<file path="config.mk">
export PLATFORM = sky130hd
export DESIGN_NAME = camera_result_frame_parser_unit
export DESIGN_NICKNAME = d
export VERILOG_FILES = /design/src/rtl/core/crfp_pkg.sv /design/src/rtl/core/camera_result_frame_parser_unit.sv /design/src/rtl/core/crfp_front.sv /design/src/rtl/core/crfp_queue.sv /design/src/rtl/core/crfp_back.sv
export VERILOG_INCLUDE_DIRS = /design/src /design/src/rtl/core
export SDC_FILE = /design/constraint.sdc
export NUM_CORES = 1
export LEC_CHECK = 0
export BUFFER_PORTS_ARGS = -buffer_cell sky130_fd_sc_hd__buf_2
export CAP_MARGIN = 20
export CORE_MARGIN = 2
export CORE_UTILIZATION = 46
export DETAILED_ROUTE_END_ITERATION = 8
export PLACE_DENSITY_LB_ADDON = 0.1
export SETUP_SLACK_MARGIN = 0.05
export SYNTH_ARGS = -nofsm -noshare
export SYNTH_HDL_FRONTEND = slang
export SYNTH_SLANG_ARGS = --single-unit
</file>
<file path="constraint.sdc">
create_clock -name clk -period 4.5 [get_ports clk]
set_input_delay 0.45 -clock clk [delete_from_list [all_inputs] [get_ports clk]]
set_output_delay 0.45 -clock clk [all_outputs]
set_load 0.01 [all_outputs]
</file>
<file path="src/rtl/core/camera_result_frame_parser_unit_defines.svh">
// Assertion helpers for the parser modules, included by crfp_back.
`ifndef CAMERA_RESULT_FRAME_PARSER_UNIT_DEFINES_SVH
`define CAMERA_RESULT_FRAME_PARSER_UNIT_DEFINES_SVH

// Checked on every edge outside reset.
`define CRFP_ASSERT(lbl, prop, msg) \
  lbl: assert property (@(posedge clk) disable iff (rst) (prop)) else $error(msg);

// Checked on every edge, reset included.
`define CRFP_ASSERT_ALWAYS(lbl, prop, msg) \
  lbl: assert property (@(posedge clk) (prop)) else $error(msg);

`endif

</file>
<file path="src/rtl/core/crfp_pkg.sv">
package crfp_pkg;

  localparam int BYTE_W       = 8;
  localparam int FIELD_W      = 16;
  localparam int KIND_W       = 3;
  localparam int CFG_INDEX_W  = 2;

  // configuration register indexes
  localparam logic [CFG_INDEX_W-1:0] CFG_HEADER_FIRST  = 2'd0;
  localparam logic [CFG_INDEX_W-1:0] CFG_HEADER_SECOND = 2'd1;
  localparam logic [CFG_INDEX_W-1:0] CFG_RECORD_LIMIT  = 2'd2;

  localparam logic [BYTE_W-1:0] HEADER_FIRST_RST  = 8'h55;
  localparam logic [BYTE_W-1:0] HEADER_SECOND_RST = 8'hAA;
  localparam logic [BYTE_W-1:0] RECORD_LIMIT_RST  = 8'd16;

  localparam logic [BYTE_W-1:0] COUNT_COMMAND = 8'h29;

  // result kinds
  localparam logic [KIND_W-1:0] KIND_FRAME_OK   = 3'd0;
  localparam logic [KIND_W-1:0] KIND_COUNT_OK   = 3'd1;
  localparam logic [KIND_W-1:0] KIND_BAD_HEADER = 3'd2;
  localparam logic [KIND_W-1:0] KIND_BAD_SUM    = 3'd3;
  localparam logic [KIND_W-1:0] KIND_BLOCK      = 3'd4;
  localparam logic [KIND_W-1:0] KIND_ARROW      = 3'd5;

  localparam int RECORD_BYTES = 10;
  localparam int REC_INDEX_W  = $clog2(RECORD_BYTES);
  localparam int COUNT_BYTES  = 4;
  localparam int SUB_HDR_BYTES = 5;
  localparam int SUB_LEN_POS   = 3;

  localparam int QUEUE_DEPTH = 2;
  localparam int QUEUE_PTR_W = (QUEUE_DEPTH > 1) ? $clog2(QUEUE_DEPTH) : 1;
  localparam int QUEUE_CNT_W = $clog2(QUEUE_DEPTH + 1);

  // one classified word on its way to the parser
  typedef struct packed {
    logic              timeout;
    logic              match_first;
    logic              match_second;
    logic              match_count;
    logic [BYTE_W-1:0] data;
  } item_t;

endpackage

</file>
<file path="src/rtl/core/camera_result_frame_parser_unit.sv">
// Channel   Handshake                 Payload
// byte in   byte_valid / byte_stall   op, rx_byte
// result    result_valid / result_stall  kind, command, field_a..field_e, last_record
// config    cfg_valid / cfg_ready     cfg_index, cfg_data
//
// One byte per cycle sustained while byte_stall is low; a word is loaded into the result
// register when the parser pops its byte from the queue, set by the single parser state update per byte.
// The two-slot queue between classifier and parser absorbs stalls on either side.
// rst is synchronous: parser idle, queue empty, registers back to 0x55/0xAA/16.
// cfg_ready is always high.
module camera_result_frame_parser_unit (
  input  logic                                 clk,
  input  logic                                 rst,
  input  logic                                 cfg_valid,
  output logic                                 cfg_ready,
  input  logic [crfp_pkg::CFG_INDEX_W-1:0]     cfg_index,
  input  logic [crfp_pkg::BYTE_W-1:0]          cfg_data,
  input  logic                                 byte_valid,
  output logic                                 byte_stall,
  input  logic                                 op,
  input  logic [crfp_pkg::BYTE_W-1:0]          rx_byte,
  output logic                                 result_valid,
  input  logic                                 result_stall,
  output logic [crfp_pkg::KIND_W-1:0]          kind,
  output logic [crfp_pkg::BYTE_W-1:0]          command,
  output logic signed [crfp_pkg::FIELD_W-1:0]  field_a,
  output logic signed [crfp_pkg::FIELD_W-1:0]  field_b,
  output logic signed [crfp_pkg::FIELD_W-1:0]  field_c,
  output logic signed [crfp_pkg::FIELD_W-1:0]  field_d,
  output logic signed [crfp_pkg::FIELD_W-1:0]  field_e,
  output logic                                 last_record
);
  import crfp_pkg::*;

  logic              q_full;
  logic              push;
  item_t             push_item;
  logic              q_valid;
  item_t             q_item;
  logic              pop;
  logic [BYTE_W-1:0] record_limit;

  crfp_front u_front (
    .clk          (clk),
    .rst          (rst),
    .cfg_valid    (cfg_valid),
    .cfg_ready    (cfg_ready),
    .cfg_index    (cfg_index),
    .cfg_data     (cfg_data),
    .byte_valid   (byte_valid),
    .byte_stall   (byte_stall),
    .op           (op),
    .rx_byte      (rx_byte),
    .q_full       (q_full),
    .push         (push),
    .push_item    (push_item),
    .record_limit (record_limit)
  );

  crfp_queue u_queue (
    .clk       (clk),
    .rst       (rst),
    .push      (push),
    .push_item (push_item),
    .full      (q_full),
    .pop       (pop),
    .q_valid   (q_valid),
    .q_item    (q_item)
  );

  crfp_back u_back (
    .clk          (clk),
    .rst          (rst),
    .q_valid      (q_valid),
    .q_item       (q_item),
    .pop          (pop),
    .record_limit (record_limit),
    .result_valid (result_valid),
    .result_stall (result_stall),
    .kind         (kind),
    .command      (command),
    .field_a      (field_a),
    .field_b      (field_b),
    .field_c      (field_c),
    .field_d      (field_d),
    .field_e      (field_e),
    .last_record  (last_record)
  );

endmodule

</file>
<file path="src/rtl/core/crfp_front.sv">
module crfp_front (
  input  logic                               clk,
  input  logic                               rst,
  input  logic                               cfg_valid,
  output logic                               cfg_ready,
  input  logic [crfp_pkg::CFG_INDEX_W-1:0]   cfg_index,
  input  logic [crfp_pkg::BYTE_W-1:0]        cfg_data,
  input  logic                               byte_valid,
  output logic                               byte_stall,
  input  logic                               op,
  input  logic [crfp_pkg::BYTE_W-1:0]        rx_byte,
  input  logic                               q_full,
  output logic                               push,
  output crfp_pkg::item_t                    push_item,
  output logic [crfp_pkg::BYTE_W-1:0]        record_limit
);
  import crfp_pkg::*;

  logic [BYTE_W-1:0] header_first;
  logic [BYTE_W-1:0] header_second;
  logic [BYTE_W-1:0] prev_byte;

  assign cfg_ready = 1'b1;

  always_ff @(posedge clk) begin
    if (rst) begin
      header_first  <= HEADER_FIRST_RST;
      header_second <= HEADER_SECOND_RST;
      record_limit  <= RECORD_LIMIT_RST;
    end else if (cfg_valid && cfg_ready) begin
      unique case (cfg_index)
        CFG_HEADER_FIRST:  header_first  <= cfg_data;
        CFG_HEADER_SECOND: header_second <= cfg_data;
        CFG_RECORD_LIMIT:  record_limit  <= cfg_data;
        default: ;
      endcase
    end
  end

  always_ff @(posedge clk) begin
    if (rst) begin
      prev_byte <= '0;
    end else if (push) begin
      prev_byte <= rx_byte;
    end
  end

  assign byte_stall = q_full;
  assign push       = byte_valid && !q_full;

  // compares done on entry so the parser only tests flags; the first header
  // byte is the word taken just before the second one
  always_comb begin
    push_item.timeout      = op;
    push_item.match_first  = (prev_byte == header_first);
    push_item.match_second = (rx_byte == header_second);
    push_item.match_count  = (rx_byte == COUNT_COMMAND);
    push_item.data         = rx_byte;
  end

endmodule

</file>
<file path="src/rtl/core/crfp_queue.sv">
module crfp_queue (
  input  logic             clk,
  input  logic             rst,
  input  logic             push,
  input  crfp_pkg::item_t  push_item,
  output logic             full,
  input  logic             pop,
  output logic             q_valid,
  output crfp_pkg::item_t  q_item
);
  import crfp_pkg::*;

  item_t                  slots [QUEUE_DEPTH];
  logic [QUEUE_PTR_W-1:0] wr_ptr;
  logic [QUEUE_PTR_W-1:0] rd_ptr;
  logic [QUEUE_CNT_W-1:0] count;

  localparam logic [QUEUE_PTR_W-1:0] LAST_SLOT = QUEUE_PTR_W'(QUEUE_DEPTH - 1);
  localparam logic [QUEUE_CNT_W-1:0] FULL_CNT  = QUEUE_CNT_W'(QUEUE_DEPTH);

  assign full    = (count == FULL_CNT);
  assign q_valid = (count != '0);
  assign q_item  = slots[rd_ptr];

  always_ff @(posedge clk) begin
    if (push) slots[wr_ptr] <= push_item;
  end

  always_ff @(posedge clk) begin
    if (rst) begin
      wr_ptr <= '0;
      rd_ptr <= '0;
      count  <= '0;
    end else begin
      if (push) wr_ptr <= (wr_ptr == LAST_SLOT) ? '0 : wr_ptr + 1'b1;
      if (pop)  rd_ptr <= (rd_ptr == LAST_SLOT) ? '0 : rd_ptr + 1'b1;
      if (push && !pop)      count <= count + 1'b1;
      else if (pop && !push) count <= count - 1'b1;
    end
  end

endmodule

</file>
<file path="src/rtl/core/crfp_back.sv">
`include "camera_result_frame_parser_unit_defines.svh"

module crfp_back (
  input  logic                              clk,
  input  logic                              rst,
  input  logic                              q_valid,
  input  crfp_pkg::item_t                   q_item,
  output logic                              pop,
  input  logic [crfp_pkg::BYTE_W-1:0]       record_limit,
  output logic                              result_valid,
  input  logic                              result_stall,
  output logic [crfp_pkg::KIND_W-1:0]       kind,
  output logic [crfp_pkg::BYTE_W-1:0]       command,
  output logic signed [crfp_pkg::FIELD_W-1:0] field_a,
  output logic signed [crfp_pkg::FIELD_W-1:0] field_b,
  output logic signed [crfp_pkg::FIELD_W-1:0] field_c,
  output logic signed [crfp_pkg::FIELD_W-1:0] field_d,
  output logic signed [crfp_pkg::FIELD_W-1:0] field_e,
  output logic                              last_record
);
  import crfp_pkg::*;

  localparam logic [3:0] PH_H1       = 4'd0;
  localparam logic [3:0] PH_H2       = 4'd1;
  localparam logic [3:0] PH_ADDR     = 4'd2;
  localparam logic [3:0] PH_LEN      = 4'd3;
  localparam logic [3:0] PH_CMD      = 4'd4;
  localparam logic [3:0] PH_DATA     = 4'd5;
  localparam logic [3:0] PH_SUM      = 4'd6;
  localparam logic [3:0] PH_SUB_HDR  = 4'd7;
  localparam logic [3:0] PH_SUB_DATA = 4'd8;
  localparam logic [3:0] PH_SUB_SUM  = 4'd9;

  logic [3:0]                          phase, phase_next;
  logic [BYTE_W-1:0]                   idx, idx_next;
  logic [BYTE_W-1:0]                   flen, flen_next;
  logic [BYTE_W-1:0]                   fcmd, fcmd_next;
  logic                                cmd_count, cmd_count_next;
  logic [BYTE_W-1:0]                   sum, sum_next;
  logic [COUNT_BYTES-1:0][BYTE_W-1:0]  cnt, cnt_next;
  logic [BYTE_W-1:0]                   blocks, blocks_next;
  logic [BYTE_W-1:0]                   arrows, arrows_next;
  logic [RECORD_BYTES-1:0][BYTE_W-1:0] rec, rec_next;

  logic [BYTE_W-1:0]  b;
  logic [BYTE_W-1:0]  sum_add;
  logic [BYTE_W-1:0]  idx_inc;
  logic [FIELD_W-1:0] blk_raw, arr_raw;
  logic [BYTE_W-1:0]  blk_clamp, arr_clamp;

  logic                      res_fire;
  logic [KIND_W-1:0]         res_kind;
  logic [BYTE_W-1:0]         res_cmd;
  logic [4:0][FIELD_W-1:0]   res_field;
  logic                      res_last;

  assign pop     = q_valid && (!result_valid || !result_stall);
  assign b       = q_item.data;
  assign sum_add = sum + b;
  assign idx_inc = idx + 8'd1;

  assign blk_raw   = {cnt[1], cnt[0]};
  assign arr_raw   = {cnt[3], cnt[2]};
  assign blk_clamp = (blk_raw > {8'd0, record_limit}) ? record_limit : blk_raw[BYTE_W-1:0];
  assign arr_clamp = (arr_raw > {8'd0, record_limit}) ? record_limit : arr_raw[BYTE_W-1:0];

  always_comb begin
    phase_next     = phase;
    idx_next       = idx;
    flen_next      = flen;
    fcmd_next      = fcmd;
    cmd_count_next = cmd_count;
    sum_next       = sum;
    cnt_next       = cnt;
    blocks_next    = blocks;
    arrows_next    = arrows;
    rec_next       = rec;
    res_fire       = 1'b0;
    res_kind       = KIND_FRAME_OK;
    res_cmd        = '0;
    res_field      = '0;
    res_last       = 1'b0;

    if (q_item.timeout) begin
      phase_next  = PH_H1;
      idx_next    = '0;
      blocks_next = '0;
      arrows_next = '0;
    end else begin
      unique case (phase)
        PH_H1: begin
          sum_next   = b;
          phase_next = PH_H2;
        end
        PH_H2: begin
          sum_next = sum_add;
          if (!q_item.match_first || !q_item.match_second) begin
            phase_next = PH_H1;
            res_fire   = 1'b1;
            res_kind   = KIND_BAD_HEADER;
          end else begin
            phase_next = PH_ADDR;
          end
        end
        PH_ADDR: begin
          sum_next   = sum_add;
          phase_next = PH_LEN;
        end
        PH_LEN: begin
          sum_next   = sum_add;
          flen_next  = b;
          phase_next = PH_CMD;
        end
        PH_CMD: begin
          sum_next       = sum_add;
          fcmd_next      = b;
          cmd_count_next = q_item.match_count;
          idx_next       = '0;
          cnt_next       = '0;
          phase_next     = (flen != '0) ? PH_DATA : PH_SUM;
        end
        PH_DATA: begin
          sum_next = sum_add;
          if (idx < BYTE_W'(COUNT_BYTES)) cnt_next[idx[1:0]] = b;
          idx_next = idx_inc;
          if (idx_inc >= flen) phase_next = PH_SUM;
        end
        PH_SUM: begin
          phase_next = PH_H1;
          res_fire   = 1'b1;
          res_cmd    = fcmd;
          if (b != sum) begin
            res_kind = KIND_BAD_SUM;
          end else if (!cmd_count) begin
            res_kind = KIND_FRAME_OK;
          end else begin
            res_kind     = KIND_COUNT_OK;
            res_field[0] = {8'd0, blk_clamp};
            res_field[1] = {8'd0, arr_clamp};
            blocks_next  = blk_clamp;
            arrows_next  = arr_clamp;
            if (blk_clamp != '0 || arr_clamp != '0) begin
              phase_next = PH_SUB_HDR;
              idx_next   = '0;
              flen_next  = '0;
              rec_next   = '0;
            end
          end
        end
        PH_SUB_HDR: begin
          if (idx == BYTE_W'(SUB_LEN_POS)) flen_next = b;
          idx_next = idx_inc;
          if (idx_inc >= BYTE_W'(SUB_HDR_BYTES)) begin
            idx_next   = '0;
            phase_next = (flen_next != '0) ? PH_SUB_DATA : PH_SUB_SUM;
          end
        end
        PH_SUB_DATA: begin
          if (idx < BYTE_W'(RECORD_BYTES)) rec_next[idx[REC_INDEX_W-1:0]] = b;
          idx_next = idx_inc;
          if (idx_inc >= flen) phase_next = PH_SUB_SUM;
        end
        PH_SUB_SUM: begin
          res_fire = 1'b1;
          res_cmd  = COUNT_COMMAND;
          if (blocks != '0) begin
            res_kind    = KIND_BLOCK;
            blocks_next = blocks - 8'd1;
          end else begin
            res_kind = KIND_ARROW;
            if (arrows != '0) arrows_next = arrows - 8'd1;
          end
          for (int k = 0; k < 5; k++) res_field[k] = {rec[2*k+1], rec[2*k]};
          if (blocks_next == '0 && arrows_next == '0) begin
            res_last   = 1'b1;
            phase_next = PH_H1;
            idx_next   = '0;
          end else begin
            phase_next = PH_SUB_HDR;
            idx_next   = '0;
            flen_next  = '0;
            rec_next   = '0;
          end
        end
        default: begin
          phase_next = PH_H1;
          idx_next   = '0;
        end
      endcase
    end
  end

  always_ff @(posedge clk) begin
    if (rst) begin
      phase  <= PH_H1;
      idx    <= '0;
      flen   <= '0;
      fcmd   <= '0;
      sum    <= '0;
      cnt    <= '0;
      blocks <= '0;
      arrows <= '0;
      rec    <= '0;
      cmd_count <= 1'b0;
    end else if (pop) begin
      phase     <= phase_next;
      idx       <= idx_next;
      flen      <= flen_next;
      fcmd      <= fcmd_next;
      sum       <= sum_next;
      cnt       <= cnt_next;
      blocks    <= blocks_next;
      arrows    <= arrows_next;
      rec       <= rec_next;
      cmd_count <= cmd_count_next;
    end
  end

  // output register; a new word may be loaded as the held one leaves
  always_ff @(posedge clk) begin
    if (rst) begin
      result_valid <= 1'b0;
    end else if (pop && res_fire) begin
      result_valid <= 1'b1;
    end else if (!result_stall) begin
      result_valid <= 1'b0;
    end
  end

  always_ff @(posedge clk) begin
    if (pop && res_fire) begin
      kind        <= res_kind;
      command     <= res_cmd;
      field_a     <= signed'(res_field[0]);
      field_b     <= signed'(res_field[1]);
      field_c     <= signed'(res_field[2]);
      field_d     <= signed'(res_field[3]);
      field_e     <= signed'(res_field[4]);
      last_record <= res_last;
    end
  end

  `CRFP_ASSERT(last_only_on_records,
    (result_valid && last_record) |-> (kind == KIND_BLOCK || kind == KIND_ARROW),
    "last_record on a non-record word")
  `CRFP_ASSERT(timeout_clears_frame,
    (pop && q_item.timeout) |=> (phase == PH_H1 && blocks == '0 && arrows == '0),
    "timeout left a frame pending")
  `CRFP_ASSERT(bad_header_no_command,
    (result_valid && kind == KIND_BAD_HEADER) |-> (command == '0 && field_a == '0),
    "bad header word carries payload")
  `CRFP_ASSERT_ALWAYS(no_pop_when_empty,
    pop |-> q_valid,
    "parser consumed from an empty queue")

endmodule
</file>
### Word-level counts from Yosys, hierarchy flattened

Memory sizes are Yosys's and may differ from the RTL's. A register that Yosys moved wholly into a read port is not among the register bits.
Index checks and enable logic that the tools add are counted.

* bits in registers: 294
* latch bits: 0
* bits in read-only memories: 0
* memories: 1
* output and inout port bits: 95
* memory bits (writable): 24
* input port bits: 24
* logic and storage cells: 219

* equal/unequal tests: 31
* $add $sub $neg: 8
* shift operators: 0
* multiplexer cells: 78
* $lt $le $gt $ge: 10
* bitwise gates (word level): 2
* $mul: 0
* reductions and logical operators: 51
* div/mod/pow operators: 0

Memories
* u_queue.slots: depth 2, width 12, read ports 1, clocked after memory_dff 1, wr ports 1, line crfp_queue.sv:13 `item_t slots [QUEUE_DEPTH];`

Operators by type and width (count)
* 80-bit 2-to-1 mux: 5
* 80-bit case mux with 3 select lines: 1
* 8-bit 2-to-1 mux: 26
* 32-bit case mux with 2 select lines: 2
* 80-bit bitwise mux: 1
* 32-bit 2-to-1 mux: 2
* 8-bit case mux with 2 select lines: 4
* 8-bit case mux with 4 select lines: 2
* 8-bit nonzero test: 6
* 4-bit case mux with 10 select lines: 1
* 32-bit bitwise mux: 1
* 8-bit demux with 4-bit select: 1
* 16-bit by 8-bit greater-than comparator with 1-bit output: 2
* 24-bit 2-to-1 mux: 1
* 4-bit 2-to-1 mux: 6
* 8-bit demux with 2-bit select: 1
* 4-bit by 3-bit equality test with 1-bit output (second input constant): 4
* 8-bit equality test: 2
* 8-bit logical NOT: 2
* 8-bit by 1-bit subtractor with 8-bit output (second input constant): 2
* 3-bit by 2-bit != test with 1-bit output (second input constant): 5
* 1-bit 2-to-1 mux: 14
* 2-bit by 1-bit != test with 1-bit output (second input constant): 6
* 4-bit AND reduction: 3
* other kinds (44): 80

### Longest topological paths before layout

Gate-level depths: netlist of run 1.

* word-level depth: 10
* depth in mapped cells: 15
* depth with buffers taken out: 14

### Modules after synthesis

A second synthesis of run 1 with hierarchy kept.

* cells, all modules: 1402
* area, all modules: 14606.5 um2

Modules (own cells, without submodules)
* crfp_back: area an instance 12066.6 um2, cells an instance 1185, seq. area each 6085.8 um2, times used 1
* crfp_front: area an instance 1468.9 um2, cells an instance 158, seq. area each 640.6 um2, times used 1
* crfp_queue: area an instance 1071.0 um2, cells an instance 59, seq. area each 820.8 um2, times used 1

### Worst setup path after synthesis of run 1

No wires, ideal clock.

* kind: register to register
* start point: register (tool-made name)
* end point: register u_back.command[0] (netlist bit), enable pin
* data required time: 4.041 ns
* path buffers: 2
* library setup time: 0.459 ns
* cell stages (with the launch flop): 6
* arrival time: 3.222 ns
* path slack: 0.820 ns
* clock period less this slack: 3.680 ns
* cell sequence: dfxtp_1 -> clkbuf_1 -> buf_1 -> a31oi_1 -> o211a_1 -> o21a_1

RTL lines
* end signal, assigned: line crfp_back.sv:233 `command <= res_cmd;`
* end, declared: line crfp_back.sv:13 `output logic [crfp_pkg::BYTE_W-1:0] command,`

==> results of run 1 <==
==> Yosys cell counts (13+ instances only) <==
library cell,number,share of area
a21oi_1,57,0.020
o21ai_0,35,0.012
buf_1,13,0.0034
dfxtp_1,203,0.29
xnor2_1,29,0.018
nor4_1,14,0.0062
nand4_1,17,0.0075
ha_1,39,0.034
edfxtp_1,116,0.24
nor2b_1,14,0.0062
o22ai_1,78,0.034
a211oi_1,15,0.0079
a22oi_1,45,0.024
nor2_1,203,0.054
nand3_1,18,0.0063
and3_1,14,0.0062
nor3_1,18,0.0063
clkbuf_1,66,0.017
inv_1,123,0.032
mux2i_1,45,0.032
nand2_1,123,0.032
==> worst register-to-register path, delay by kind of cell, from the launching register on <==
kind	cells	cell delay, ns
adder cells (fa/ha/maj)	1	0.41
AO/OA/AOI/OAI	3	0.66
buffers and inverters	2	0.53
AND/OR/NAND/NOR	4	1.13
flip-flops	1	0.81
multiplexers	1	0.33
==> cell type report <==
| type | instances | area, um^2 |
|---|---|---|
| flip-flops and latches | 319 | 7550 |
| clock buffers | 51 | 1010 |
| inverters | 124 | 465 |
| clock inverters | 12 | 158 |
| repair buffers | 144 | 803 |
| well taps | 396 | 495 |
| multi-input cells | 939 | 5920 |
| fillers | 2782 | 14100 |
==> logic make-up after synthesis <==
family / Yosys count
other: 1
XOR/XNOR: 34
flip-flops: 319
adder cells (fa/ha/maj): 40
AND/OR/NAND/NOR: 491
buffers and inverters: 209
AO/OA/AOI/OAI: 325
multiplexers: 48
==> metal layers <==
| metal | share of wire | GRT usage |
|---|---|---|
| met5 | 0 | 0 |
| met1 | 0.46 | 0.312 |
| met4 | 0.024 | 0.0689 |
| met2 | 0.47 | 0.374 |
| met3 | 0.052 | 0.0332 |
==> per-stage QoR <==
step           cell area, um^2  utilization  setup WS, ns  cells  power, W
2_1_floorplan            14200            -         0.820   1467   0.00392
3_3_place_gp             15200        0.499         0.767   1922   0.00432
3_5_place_dp             15200        0.499         0.603   1922   0.00433
4_1_cts                  16400        0.537         0.587   1985   0.00720
5_1_grt                  16400        0.537        0.0920   1985   0.00743
6_report                 16400        0.537         0.560   1985   0.00716
==> worst max-delay path by stage <==
stage	start	slack, ns	end
2_1_floorplan	register	0.82	u_back.command[0]
3_3_place_gp	register	0.77	u_back.rec[2]
3_5_place_dp	register	0.60	u_back.rec[62]
4_1_cts	register	0.59	u_back.idx[2]
5_1_grt	register	0.09	u_back.rec[9]
6_report	register	0.56	u_back.rec[37]
==> flip-flops by register name, summed over array words and instances, names as in the netlist, 3 cells and up, named ones only <==
register	count
u_back.flen	8
u_back.field_e	16
u_back.phase	4
u_back.rec	80
u_back.field_d	16
u_front.record_limit	8
u_front.prev_byte	8
u_front.header_second	8
u_back.field_b	16
u_back.arrows	8
u_back.field_a	16
u_queue.slots	24
u_back.command	8
u_back.idx	8
u_back.blk_raw	16
u_back.arr_raw	16
u_back.kind	3
u_back.sum	8
u_front.header_first	8
u_back.blocks	8
u_back.fcmd	8
u_back.field_c	16
==> report_power, final <==
| part | internal (W) | total [W] | switching [W] |
|---|---|---|---|
| combinational | 0.000362 | 0.00108 | 0.000718 |
| sequential | 0.00311 | 0.00320 | 0.0000897 |
| clock | 0.00174 | 0.00288 | 0.00114 |
| total | 0.00521 | 0.00716 | 0.00195 |
==> impl_metrics.py, run 1 <==
metrics = {
    "logic_synthesis": {
        "synth_xor_xnor_area_share": 0.0209,
        "syn_area_um2": 14200,
        "synthSimpleGateAreaFrac": 0.166,
        "syn_inst": 1467,
        "ys_async_sr_fraction": 0,
        "ys_ff_latch": 319,
        "synthDistinctLibCells": 82,
        "syn_avg_cell_area_um2": 9.70,
        "synthMuxAreaShare": 0.0340,
        "yosys_warnings": 0,
        "synth-compound-area-share": 0.156,
        "synth_top_family_by_area": "simple AND/OR/NAND/NOR gates",
        "synthAdderAreaFrac": 0.0357,
        "synthFlopType": "dfxtp_1",
        "ys_seq_area_frac": 0.531,
        "syn_nets": 1531,
        "synth_edf_count": 116,
    },
    "min_path": {
        "worstHoldEndpoint": "u_queue.slots[1][11]",
        "hold_path.class": "in2reg",
        "hold_depth": 1,
        "min_from": "op",
    },
    "placement": {
        "port_buffers": 117,
        "gp_congestion": 0.930,
        "hpwl_mm": 25.9,
    },
    "timing": {
        "worstMarginPinSlew_ns": 1.09,
        "skew_ns": 0.0154,
        "hold_violations": 0,
        "setup_violations": 0,
        "fin_hold_ws_ns": 0.140,
        "fmax_ghz": 0.254,
        "fin_setup_tns_ns": 0,
        "relSlewSlack": 0.271,
        "drv_slew": 0,
        "rsz0062_at_grt": "no",
        "finalCriticalPeriod_ns": 3.94,
        "post-route-period-util": 0.876,
    },
    "critical_path": {
        "r2r_slack_ns": 0.56,
        "reg2reg_to": "u_back.rec[37]",
        "crit_chain": "mux2i_2 > inv_1 > ha_1 > nor4_1 > nand4_1 > a21boi_0 > nor2b_1 > o21a_1 > buf_4 > nand4_2 > o22ai_1",
        "start_kind": "register",
        "worstPathArrival_ns": 4.37,
        "slowest_stage": "dfxtp_1",
        "worst_r2r_path_depth": 11,
        "endpoint_kind": "register",
        "cpPeakStageDelay_ns": 0.81,
        "cpLargestDelayFamily": "simple AND/OR/NAND/NOR gates",
        "worstPathRequired_ns": 4.93,
        "critPathMaxFanout": 20,
        "crit_buf_inv": 2,
        "critPathKind": "reg2reg",
        "crit_cells": 11,
    },
    "clock_tree": {
        "post_cts_resized": 0,
        "clock-root-buffer": "clkbuf_16",
        "ctsHoldBuffers": 0,
        "cts_tree": "built",
        "cts_max_level": 2,
        "clk_latency_ns": 0.52,
        "postCtsSetupBuffers": 0,
        "cts.sinks": 319,
        "clockBufferDepth": 3,
        "numCtsBuffers": 35,
        "clk_pin_slew_ns": 0.06,
    },
    "detailed_routing": {
        "via_per_inst": 5.54,
        "first_iter_violations": 907,
        "drc": 0,
        "via_count": 11000,
        "drt_pass1_iterations": 5,
        "ant_nets": 0,
        "wl_mm": 37.2,
        "wl_per_cell_um": 18.7,
    },
    "global_route": {
        "antenna_found_initial": 0,
        "grt-ovfl-total": 0,
        "grt_max_degree": 66,
        "grt_pass1_wl_mm": 59.3,
        "grt_usage": 0.228,
        "grt_pass1_vias": 10500,
    },
    "final_layout": {
        "nets": 1627,
        "area_growth_pct": 15.3,
        "diodes": 0,
        "drive_above_1_share": 0.157,
        "final_cell_mix": "203 x nor2_1, 203 x dfxtp_1, 123 x inv_1",
    },
    "die": {
        "num_rows": 64,
        "start_util": 0.466,
        "core_um2": 30500,
        "ios": 119,
        "die_y_um": 180,
        "die_w_um": 180,
        "dieArea_um2": 32300,
    },
    "status": {
        "status": "completed",
    },
    "power_and_ir_drop": {
        "peakVddDrop_mv": 0.323,
        "p_leak_nw": 6.19,
        "power.density_nw_per_um2": 437,
    },
    "flow_run": {
        "cap_violations": 0,
    },
}
Power figures use the tool's default switching activity.
==> inputs of run 2 (changes only) <==
CORE_UTILIZATION = 45   (was 46)
==> impl_metrics.py, run 2 (synthesized netlist as in run 1, its figures left out) <==
metrics = {
    "clock_tree": {
        "cts.sinks": 319,
        "postCtsSetupBuffers": 0,
        "clk_pin_slew_ns": 0.06,
        "numCtsBuffers": 35,
        "cts_tree": "built",
        "clk_latency_ns": 0.53,
        "post_cts_resized": 0,
        "clock-root-buffer": "clkbuf_16",
        "clockBufferDepth": 3,
        "ctsHoldBuffers": 0,
        "cts_max_level": 2,
    },
    "detailed_routing": {
        "drc": 0,
        "wl_per_cell_um": 19.1,
        "via_per_inst": 5.55,
        "via_count": 11100,
        "drt_pass1_iterations": 6,
        "wl_mm": 38.2,
        "first_iter_violations": 854,
        "ant_nets": 0,
    },
    "final_layout": {
        "nets": 1634,
        "final_cell_mix": "203 x nor2_1, 203 x dfxtp_1, 123 x inv_1",
        "largest_reg_flops": 80,
        "top_regs": "u_back.rec (80), u_queue.slots (24)",
        "diodes": 0,
        "regMostFlops": "u_back.rec",
        "drive_above_1_share": 0.159,
        "utilization": 0.524,
        "area_growth_pct": 15.3,
    },
    "critical_path": {
        "critPathKind": "reg2reg",
        "critPathMaxFanout": 16,
        "worstPathArrival_ns": 4.12,
        "worstPathRequired_ns": 4.94,
        "endpoint_kind": "register",
        "start_kind": "register",
    },
    "status": {
        "status": "completed",
    },
    "timing": {
        "hold_violations": 0,
        "post-route-period-util": 0.819,
        "setup_violations": 0,
        "drv_slew": 0,
        "finalCriticalPeriod_ns": 3.68,
        "fin_setup_tns_ns": 0,
        "rsz0062_at_grt": "no",
        "fmax_ghz": 0.271,
        "fin_ws_ns": 0.815,
        "skew_ns": 0.0265,
        "relSlewSlack": 0.308,
        "worstMarginPinSlew_ns": 1.03,
    },
    "placement": {
        "place_ws_ns": 0.849,
        "gp_congestion": 0.876,
        "port_buffers": 117,
        "hpwl_mm": 26.4,
    },
    "power_and_ir_drop": {
        "p_leak_nw": 6.21,
        "power.density_nw_per_um2": 432,
        "peakVddDrop_mv": 0.289,
        "p_total_w": 0.00708,
    },
    "global_route": {
        "grt_max_degree": 62,
        "grt-ovfl-total": 0,
        "grt_pass1_wl_mm": 60.5,
        "grt_pass1_vias": 10600,
        "grt_usage": 0.232,
        "antenna_found_initial": 0,
    },
    "flow_run": {
        "cap_violations": 0,
    },
    "die": {
        "core_um2": 31300,
        "dieArea_um2": 33000,
        "start_util": 0.454,
        "die_y_um": 182,
        "ios": 119,
        "die_w_um": 182,
        "num_rows": 65,
    },
    "min_path": {
        "hold_path.class": "in2reg",
    },
}
run 2: layout make-up:
type / count / area, um^2
fillers: 2896 / 14900
flip-flops and latches: 319 / 7550
multi-input cells: 939 / 5910
clock buffers: 56 / 1060
repair buffers: 151 / 847
well taps: 402 / 503
inverters: 124 / 465
clock inverters: 8 / 62.6
run 2: per-stage QoR:
stage / hold slack, ns / cells / instance area [um^2]
after detailed placement: 0.455 / 1934 / 15300
after CTS: 0.113 / 1998 / 16400
after global placement: 0.450 / 1933 / 15300
final: 0.126 / 1999 / 16400
after global routing: 0.117 / 1999 / 16400
after floorplan: 0.435 / 1467 / 14200
run 2: worst paths after layout:
path | endpoint | cells past startpoint | startpoint | slack (ns)
max | u_back.rec[43] | 12 | register | 0.82
min | u_queue.slots[0][11] | 1 | op | 0.13
max reg2reg | u_back.rec[43] | 12 | register | 0.82
min reg2reg | u_back.sum[0] | 2 | u_back.sum[0] | 0.46
run 2: critical path: stages, from the launching register on:
cell and delay, ns:
dfxtp_1 0.41, buf_4 0.26, mux2i_2 0.24, inv_1 0.17, ha_1 0.34, nor4_1 0.34, nand4_1 0.30, a21boi_0 0.30
nor2b_1 0.16, o21a_1 0.27, buf_4 0.32, nand4_2 0.26, o22ai_1 0.21
run 2: routing by layer:
| layer | part of all wire | GRT usage |
|---|---|---|
| met1 | 0.47 | 0.329 |
| met2 | 0.45 | 0.368 |
| met3 | 0.056 | 0.0327 |
| met4 | 0.025 | 0.0702 |
| met5 | 0 | 0 |
run 2: power by group:
group / internal (W) / total (W) / switching [W]
combinational: 0.000363 / 0.00110 / 0.000739
clock: 0.00163 / 0.00279 / 0.00116
sequential: 0.00311 / 0.00318 / 0.0000730
